**config.mk**
```make
export PLATFORM = sky130hd
export DESIGN_NAME = level_to_segment_serial_tx
export DESIGN_NICKNAME = d
export VERILOG_FILES = /design/src/l2stx_pkg.sv /design/src/l2stx_dec.sv /design/src/l2stx_ser.sv /design/src/level_to_segment_serial_tx.sv
export VERILOG_INCLUDE_DIRS = /design/src /design/src/src
export SDC_FILE = /design/constraint.sdc
export NUM_CORES = 1
export LEC_CHECK = 0
export ABC_AREA = 1
export ABC_CLOCK_PERIOD_IN_PS = 5100
export BUFFER_PORTS_ARGS = -buffer_cell sky130_fd_sc_hd__buf_4
export CORE_MARGIN = 10
export CORE_UTILIZATION = 50
export CTS_CLUSTER_DIAMETER = 40
export DETAILED_ROUTE_END_ITERATION = 8
export GPL_ROUTABILITY_DRIVEN = 0
export PLACE_DENSITY = 0.69
export SYNTH_ARGS = -nofsm -noshare
export SYNTH_HDL_FRONTEND = slang
export SYNTH_SLANG_ARGS = --single-unit
```
**constraint.sdc**
```tcl
create_clock -name clk_i -period 5.1 [get_ports clk_i]
set_input_delay 0.51 -clock clk_i [delete_from_list [all_inputs] [get_ports clk_i]]
set_output_delay 0.51 -clock clk_i [all_outputs]
set_load 0.05 [all_outputs]
```
**src/level_to_segment_serial_tx_defines.svh**
```systemverilog
// Assertion helpers for the segment-display serial transmitter.
`ifndef LEVEL_TO_SEGMENT_SERIAL_TX_DEFINES_SVH
`define LEVEL_TO_SEGMENT_SERIAL_TX_DEFINES_SVH

// Implication checked on every rising edge of clk_i, off while in reset.
`define L2STX_ASSERT(name, prop, msg) \
  name: assert property (@(posedge clk_i) disable iff (!rst_ni) prop) else $error(msg);

`endif

```
**src/l2stx_pkg.sv**
```systemverilog
`default_nettype none

package l2stx_pkg;

  localparam int unsigned MvW      = 12;
  localparam int unsigned LevelW   = 4;
  localparam int unsigned CfgIdxW  = 3;
  localparam int unsigned FrameCntW = 3;
  localparam int unsigned ByteQW   = 32;

  typedef enum logic [1:0] {
    MODE_SHOW,
    MODE_CLEAR,
    MODE_BRIGHT
  } mode_e;

  localparam logic [CfgIdxW-1:0] REG_BAND1 = 3'd0;
  localparam logic [CfgIdxW-1:0] REG_BAND2 = 3'd1;
  localparam logic [CfgIdxW-1:0] REG_BAND3 = 3'd2;
  localparam logic [CfgIdxW-1:0] REG_BAND4 = 3'd3;
  localparam logic [CfgIdxW-1:0] REG_TOP   = 3'd4;

  localparam logic [7:0] CMD_DISPLAY = 8'h08;
  localparam logic [7:0] CMD_BRIGHT  = 8'h18;

  typedef struct packed {
    logic [MvW-1:0] band1;
    logic [MvW-1:0] band2;
    logic [MvW-1:0] band3;
    logic [MvW-1:0] band4;
    logic [MvW-1:0] top;
  } cfg_t;

  // Bytes go out from the low end first.
  typedef struct packed {
    logic                 load;
    logic [FrameCntW-1:0] nframes;
    logic [ByteQW-1:0]    bytes;
  } load_t;

  function automatic logic [ByteQW-1:0] band_bytes(input logic [2:0] band);
    logic [ByteQW-1:0] b;
    unique case (band)
      3'd0:    b = {8'h3F, 8'h00, 8'h00, CMD_DISPLAY};
      3'd1:    b = {8'h6D, 8'h5B, 8'h00, CMD_DISPLAY};
      3'd2:    b = {8'h3F, 8'h6D, 8'h00, CMD_DISPLAY};
      3'd3:    b = {8'h6D, 8'h07, 8'h00, CMD_DISPLAY};
      default: b = {8'h3F, 8'h3F, 8'h06, CMD_DISPLAY};
    endcase
    return b;
  endfunction

  function automatic logic [7:0] bright_code(input logic [2:0] idx);
    logic [7:0] c;
    unique case (idx)
      3'd0:    c = 8'hF0;
      3'd1:    c = 8'hF8;
      3'd2:    c = 8'hF4;
      3'd3:    c = 8'hFC;
      3'd4:    c = 8'hF2;
      3'd5:    c = 8'hFA;
      3'd6:    c = 8'hF6;
      default: c = 8'hFE;
    endcase
    return c;
  endfunction

endpackage

`default_nettype wire

```
**src/l2stx_dec.sv**
```systemverilog
`default_nettype none

module l2stx_dec
  import l2stx_pkg::*;
(
  input  wire logic                valid_i,
  input  wire logic [1:0]          mode_i,
  input  wire logic [MvW-1:0]      sample_mv_i,
  input  wire logic [LevelW-1:0]   level_i,
  input  wire cfg_t                cfg_i,
  output load_t                    load_o
);

  logic [2:0] band;
  logic       band_ok;
  logic [2:0] lvl_m1;

  always_comb begin
    band    = 3'd0;
    band_ok = 1'b1;
    priority if (sample_mv_i < cfg_i.band1) begin
      band = 3'd0;
    end else if (sample_mv_i < cfg_i.band2) begin
      band = 3'd1;
    end else if (sample_mv_i < cfg_i.band3) begin
      band = 3'd2;
    end else if (sample_mv_i < cfg_i.band4) begin
      band = 3'd3;
    end else if (sample_mv_i <= cfg_i.top) begin
      band = 3'd4;
    end else begin
      band_ok = 1'b0;
    end
  end

  // level 8 wraps to index 7
  assign lvl_m1 = level_i[2:0] - 3'd1;

  always_comb begin
    load_o.load    = valid_i;
    load_o.nframes = '0;
    load_o.bytes   = '0;
    unique case (mode_i)
      MODE_SHOW: begin
        load_o.nframes = band_ok ? FrameCntW'(4) : '0;
        load_o.bytes   = band_bytes(band);
      end
      MODE_CLEAR: begin
        load_o.nframes = FrameCntW'(4);
        load_o.bytes   = {24'h0, CMD_DISPLAY};
      end
      MODE_BRIGHT: begin
        if (level_i >= LevelW'(1) && level_i <= LevelW'(8)) begin
          load_o.nframes = FrameCntW'(2);
        end else begin
          load_o.nframes = FrameCntW'(1);
        end
        load_o.bytes = {16'h0, bright_code(lvl_m1), CMD_BRIGHT};
      end
      default: begin
        load_o.nframes = '0;
      end
    endcase
  end

endmodule

`default_nettype wire

```
**src/l2stx_ser.sv**
```systemverilog
`default_nettype none

module l2stx_ser
  import l2stx_pkg::*;
(
  input  wire logic  clk_i,
  input  wire logic  rst_ni,
  input  wire load_t load_i,
  output logic       busy_o,
  output logic       bit_valid_o,
  input  wire logic  bit_ready_i,
  output logic       bit_o,
  output logic       last_o
);

  localparam logic [3:0] BitStart  = 4'd0;
  localparam logic [3:0] BitParity = 4'd9;
  localparam logic [3:0] BitStop   = 4'd10;

  logic                 active_q, active_d;
  logic [FrameCntW-1:0] frames_q, frames_d;
  logic [ByteQW-1:0]    bytes_q, bytes_d;
  logic [3:0]           bitcnt_q, bitcnt_d;
  logic                 par_q, par_d;
  logic                 ovalid_q, ovalid_d;
  logic                 obit_q, obit_d;
  logic                 olast_q, olast_d;
  logic                 adv;
  logic                 cur_bit;

  assign adv = active_q && (!ovalid_q || bit_ready_i);

  always_comb begin
    active_d = active_q;
    frames_d = frames_q;
    bytes_d  = bytes_q;
    bitcnt_d = bitcnt_q;
    par_d    = par_q;
    ovalid_d = ovalid_q;
    obit_d   = obit_q;
    olast_d  = olast_q;
    cur_bit  = 1'b1;

    priority if (bitcnt_q == BitStart) begin
      cur_bit = 1'b0;
    end else if (bitcnt_q == BitParity) begin
      cur_bit = ~par_q;
    end else if (bitcnt_q == BitStop) begin
      cur_bit = 1'b1;
    end else begin
      cur_bit = bytes_q[0];
    end

    if (bit_ready_i) begin
      ovalid_d = 1'b0;
    end

    if (adv) begin
      ovalid_d = 1'b1;
      obit_d   = cur_bit;
      olast_d  = (bitcnt_q == BitStop) && (frames_q == FrameCntW'(1));
      if (bitcnt_q == BitStart) begin
        par_d    = 1'b0;
        bitcnt_d = bitcnt_q + 4'd1;
      end else if (bitcnt_q == BitStop) begin
        bitcnt_d = BitStart;
        frames_d = frames_q - FrameCntW'(1);
        if (frames_q == FrameCntW'(1)) begin
          active_d = 1'b0;
        end
      end else if (bitcnt_q == BitParity) begin
        bitcnt_d = bitcnt_q + 4'd1;
      end else begin
        par_d    = par_q ^ bytes_q[0];
        bytes_d  = {1'b0, bytes_q[ByteQW-1:1]};
        bitcnt_d = bitcnt_q + 4'd1;
      end
    end

    if (load_i.load && !active_q) begin
      active_d = (load_i.nframes != '0);
      frames_d = load_i.nframes;
      bytes_d  = load_i.bytes;
      bitcnt_d = BitStart;
    end
  end

  always_ff @(posedge clk_i or negedge rst_ni) begin
    if (!rst_ni) begin
      active_q <= 1'b0;
      frames_q <= '0;
      bitcnt_q <= BitStart;
      ovalid_q <= 1'b0;
    end else begin
      active_q <= active_d;
      frames_q <= frames_d;
      bitcnt_q <= bitcnt_d;
      ovalid_q <= ovalid_d;
    end
  end

  always_ff @(posedge clk_i) begin
    bytes_q <= bytes_d;
    par_q   <= par_d;
    obit_q  <= obit_d;
    olast_q <= olast_d;
  end

  assign busy_o      = active_q;
  assign bit_valid_o = ovalid_q;
  assign bit_o       = obit_q;
  assign last_o      = olast_q;

endmodule

`default_nettype wire

```
**src/level_to_segment_serial_tx.sv**
```systemverilog
// Serial transmitter for a segment-display controller. Each input word is one
// command (show level, clear, set brightness); the block answers with one
// output word per serial bit time, 11 bits per byte frame (start 0, eight
// data bits LSB first, odd parity, stop 1), tlast on the final stop bit.
// A command yields 0, 11, 22 or 44 bit words. The bit serializer emits one
// bit per cycle while the output side takes them; the next command is
// accepted in the cycle after its last bit has entered the output register.
// Commands that send nothing leave the block ready. The user must write
// thresholds through the cfg port only while no command is in flight; the
// block itself does not enforce this.
`default_nettype none
`include "level_to_segment_serial_tx_defines.svh"

module level_to_segment_serial_tx
  import l2stx_pkg::*;
(
  input  wire logic               clk_i,
  input  wire logic               rst_ni,
  input  wire logic               cfg_we_i,
  input  wire logic [CfgIdxW-1:0] cfg_idx_i,
  input  wire logic [MvW-1:0]     cfg_data_i,
  input  wire logic               s_axis_tvalid,
  output logic                    s_axis_tready,
  // [1:0] mode, [13:2] sample_mv, [17:14] brightness_level, [23:18] zero
  input  wire logic [23:0]        s_axis_tdata,
  output logic                    m_axis_tvalid,
  input  wire logic               m_axis_tready,
  // [0] line_level, [7:1] zero
  output logic [7:0]              m_axis_tdata,
  output logic                    m_axis_tlast
);

  cfg_t  cfg_q;
  load_t load;
  logic  busy;
  logic  accept;
  logic  line_bit;

  always_ff @(posedge clk_i or negedge rst_ni) begin
    if (!rst_ni) begin
      cfg_q.band1 <= MvW'(230);
      cfg_q.band2 <= MvW'(660);
      cfg_q.band3 <= MvW'(1000);
      cfg_q.band4 <= MvW'(1440);
      cfg_q.top   <= MvW'(1586);
    end else if (cfg_we_i) begin
      unique case (cfg_idx_i)
        REG_BAND1: cfg_q.band1 <= cfg_data_i;
        REG_BAND2: cfg_q.band2 <= cfg_data_i;
        REG_BAND3: cfg_q.band3 <= cfg_data_i;
        REG_BAND4: cfg_q.band4 <= cfg_data_i;
        REG_TOP:   cfg_q.top   <= cfg_data_i;
        default: begin
        end
      endcase
    end
  end

  assign s_axis_tready = !busy;
  assign accept        = s_axis_tvalid && s_axis_tready;

  l2stx_dec u_dec (
    .valid_i     (accept),
    .mode_i      (s_axis_tdata[1:0]),
    .sample_mv_i (s_axis_tdata[13:2]),
    .level_i     (s_axis_tdata[17:14]),
    .cfg_i       (cfg_q),
    .load_o      (load)
  );

  l2stx_ser u_ser (
    .clk_i       (clk_i),
    .rst_ni      (rst_ni),
    .load_i      (load),
    .busy_o      (busy),
    .bit_valid_o (m_axis_tvalid),
    .bit_ready_i (m_axis_tready),
    .bit_o       (line_bit),
    .last_o      (m_axis_tlast)
  );

  assign m_axis_tdata = {7'b0, line_bit};

  `L2STX_ASSERT(a_load_starts, (accept && load.nframes != '0) |=> busy, "command with frames did not start")
  `L2STX_ASSERT(a_empty_cmd_idle, (accept && load.nframes == '0) |=> s_axis_tready, "empty command left block busy")
  `L2STX_ASSERT(a_last_is_stop, (m_axis_tvalid && m_axis_tlast) |-> line_bit, "final bit is not a stop bit")
  `L2STX_ASSERT(a_out_hold, (m_axis_tvalid && !m_axis_tready) |=> (m_axis_tvalid && $stable(line_bit) && $stable(m_axis_tlast)), "output word changed while stalled")

endmodule

`default_nettype wire
```
==> results by group <==
Min path
  – HP Class: input port to asynchronous set/reset pin

Worst setup path
  – Reg-to-Reg Start: cfg_q[45]
  – Crit-path cells: inv_1 > ha_1 > nand4_1 > nor2_1 > nand2_1 > nand2_4 > nand2_1 > nand2_2 > nor2_2 > nand3b_1
  – Crit path DAT: between 2 and 2.5 ns
  – RR Endpoint: u_ser.bytes_q[17]
  – CP max-delay cell: dfstp_2
  – Max stage delay on crit path: 0.53 ns
  – Critical Path Start Type: register
  – CP required: about 5.2 ns
  – Flop-to-flop setup slack: roughly 3.0 ns
  – CP Buf/Inv Count: 1
  – Critical path's top delay family: simple AND/OR/NAND/NOR gates
  – Worst R2R Path Depth: 10
  – Maximum net fanout on the critical path: 7
  – Critical path capture point type: register
  – CP most frequent cell: nand2_1
  – Crit path kind: register to register

Synthesis
  – Cell variety after synth: 34
  – Cell taking the most area after synthesis: dfrtp_1
  – EDFF count, synth: 34
  – Flops & latches, synth: 103
  – Register area share after synthesis: 0.467
  – Cells taking the most area after synthesis: dfrtp_1 19%, edfxtp_1 17%, ha_1 14%
  – FFs w/ async S/R, synth: 0.670
  – Synth top cells by count: 196 x nand2_1, 124 x inv_1, 74 x o21ai_0
  – Ys Warns: 0
  – Top cell type's share of synthesized area: 0.189
  – Most frequent cell after synthesis: nand2_1
  – Post-Syn Area per Cell: 8.43 µm²
  – Ys flop type: dfrtp_1
  – Cells after synthesis: around 710
  – Cell area after synthesis: around 0.0059 mm²

Timing
  – Final Hold Fails: 0
  – Worst-margin pin slew: 0.925 ns
  – Final worst slack: ~3.0 ns
  – Max Clock Freq: 471 MHz
  – Slew headroom: 0.381
  – # setup viols final: 0
  – Final critical-path share of the clock period: 0.416
  – RSZ-0062 raised after global routing: false
  – Final Critical Period: around 2.1 ns
  – Max Clock Skew: roughly 0.0037 ns
  – Fin. max-slew vios: 0
  – Final TNS setup: 0 ns

Power and ir drop
  – Sw Share: 0.332
  – Pint: 0.00198 W
  – Leakage Power: approximately 3.4 nW
  – Sequential share of power: 0.450
  – Clk pwr share: 0.251
  – VDD IR max: roughly 0.27 mV
  – Pwr dens: 443 mW/mm²
  – Combinational share of power: 0.299
  – NetSw: slightly below 0.001 W

Floorplanning
  – Std cell rows: 39
  – IO Pins: 55
  – Initial Util: 0.516
  – Die X: ~130 µm
  – CORE AREA: around 0.012 mm²
  – DIE AREA: around 0.017 mm²
  – Die Y: ~130 µm

Routing
  – Antenna-violating nets left: 0
  – Drt via density: between 5 and 6
  – Pre-antenna DRT Iters: 5
  – Vias: approximately 4.5k
  – Initial DRC count: between 300 and 400
  – DR WL/cell: approximately 14 µm
  – DRC Markers: 0
  – Drt total wl: 12.5 mm

Clock network
  – CTS tree: done
  – Root Buffer Master: clkbuf_16
  – TritonCTS Buffers: 9
  – Clk slew on worst S/H paths: approximately 0.070 ns
  – Post_cts resized: 0
  – Cts hold-fix bufs: 0
  – Setup Fix Bufs, Post-CTS: 0
  – Clock sink total: slightly above 100
  – Longest Clk Path Bufs: 2
  – Htree depth: 3
  – Clk_lat worst skew: roughly 0.34 ns

Finish
  – # diodes: 0
  – Fill cell count: approximately 1.1k
  – # nets final: about 850
  – Area growth syn-to-layout: 12.3%
  – Proportion of layout cells with a drive suffix above 1: 0.138

Global route
  – First-pass GRT wire length: approximately 21 mm
  – Initial antenna violation count: 0
  – GRT Resource Usage Total: 0.155
  – Pin count of the biggest net entering global routing: 70
  – Vias in the first global route: ~4.5k
  – GRT overflow: 0

Status
  – Status: finished clean

Flow run
  – Maxcap violations: 0

Placed design
  – Hpwl dp: 9.12 mm
  – Number of port buffers: 41
  – Pre-CTS WS: 2.83 ns
==> worst max-delay path by stage <==
stage | slack (ns) | depth (start not counted) | from | end
after floorplan | 3.03 | 5 | u_ser.bit_valid_o | u_ser.bytes_q[0]
after global placement | 2.85 | 10 | s_axis_tdata[13] | u_ser.bytes_q[17]
after detailed placement | 2.83 | 10 | s_axis_tdata[13] | u_ser.bytes_q[17]
after CTS | 2.98 | 10 | cfg_q[45] | u_ser.bytes_q[17]
after global routing | 2.82 | 11 | cfg_q[45] | u_ser.bytes_q[19]
final | 2.98 | 10 | cfg_q[45] | u_ser.bytes_q[17]
==> placed cells by master (no fill, tap or decap), types with 2 or more instances in the layout <==
master and instances:
dfstp_2 24, ha_1 66, nand4_1 6, conb_1 7, xnor2_1 2, xor2_1 2
edfxtp_1 34, bufinv_16 2, o21ai_0 74, clkbuf_16 9, dfrtp_1 45, buf_4 42
inv_2 4, a31oi_1 2, nand2_4 2, nand4_2 2, nor2_1 29, inv_1 124
a21oi_1 26, o22ai_1 2, nand3_1 18, nor2_2 3, nand2_1 196, nor3_1 2
o21ai_1 3, clkinv_4 2, nand3b_1 3, nand2_2 7
==> power by group through the flow <==
stage	Clock, W	Combinational [W]	Sequential (W)
detailed placement	0	0.000885	0.00134
global placement	0	0.000839	0.00134
finish	0.000743	0.000884	0.00133
global route	0.000788	0.00103	0.00136
CTS	0.000759	0.000894	0.00133
floorplan	0	0.000658	0.00132
==> sequential cells by signal, summed over array words and instances (netlist names) <==
| name | cells |
|---|---|
| u_ser.bit_o | 1 |
| u_ser.bitcnt_q | 4 |
| u_ser.frames_q | 3 |
| u_ser.last_o | 1 |
| u_ser.par_q | 1 |
| u_ser.bytes_q | 31 |
| u_ser.busy_o | 1 |
| cfg_q | 60 |
| u_ser.bit_valid_o | 1 |
==> stage by stage <==
step	utilization	std cells	cell area [µm²]	hold WS (ns)	power [W]
global placement	0.551	875	6350	0.466	0.00217
detailed placement	0.551	875	6350	0.473	0.00223
finish	0.579	891	6670	0.280	0.00296
CTS	0.579	891	6670	0.322	0.00298
floorplan	-	711	5970	0.214	0.00198
global route	0.579	891	6670	0.348	0.00318
==> metal layers <==
| layer | global-route usage | up-vias | wire length, µm |
|---|---|---|---|
| li1 | - | 2299 | - |
| met1 | 0.184 | 2127 | 5420 |
| met2 | 0.269 | 87 | 6220 |
| met3 | 0.0351 | 22 | 526 |
| met4 | 0.0622 | 0 | 301 |
| met5 | 0 | - | 0 |
==> logic make-up (layout without fill, tap and decap cells) <==
kind of cell / count (synthesis) / after routing / share of synthesized area
AOI/OAI and AO/OA: 111 / 111 / 0.0964
xor gates and xnor gates: 4 / 4 / 0.00590
adders and majority gates: 66 / 66 / 0.139
buffers and inverters: 149 / 186 / 0.0992
DFF: 103 / 103 / 0.467
other: 1 / 7 / 0.000631
and+or+nand+nor: 271 / 271 / 0.192
==> area by class of cell <==
cell class                 instances  area (µm²)  share of cell area
clock buffer                       9         225              0.0338
multi-input combinational        459        2600               0.389
clock inverter                     7        96.3              0.0144
timing repair buffer              42         315              0.0473
sequential                       103        2780               0.416
inverter                         128         480              0.0720
tap                              143         179              0.0268
==> worst register-to-register path, delay by kind of cell, from the launching register on <==
kind / cells / cell delay [ns]
buffers and inverters: 1 / 0.04
adder cells (fa/ha/maj): 1 / 0.28
AND/OR/NAND/NOR: 8 / 1.02
flip-flops: 1 / 0.53
Note: power is estimated with default switching activity, not from simulation.
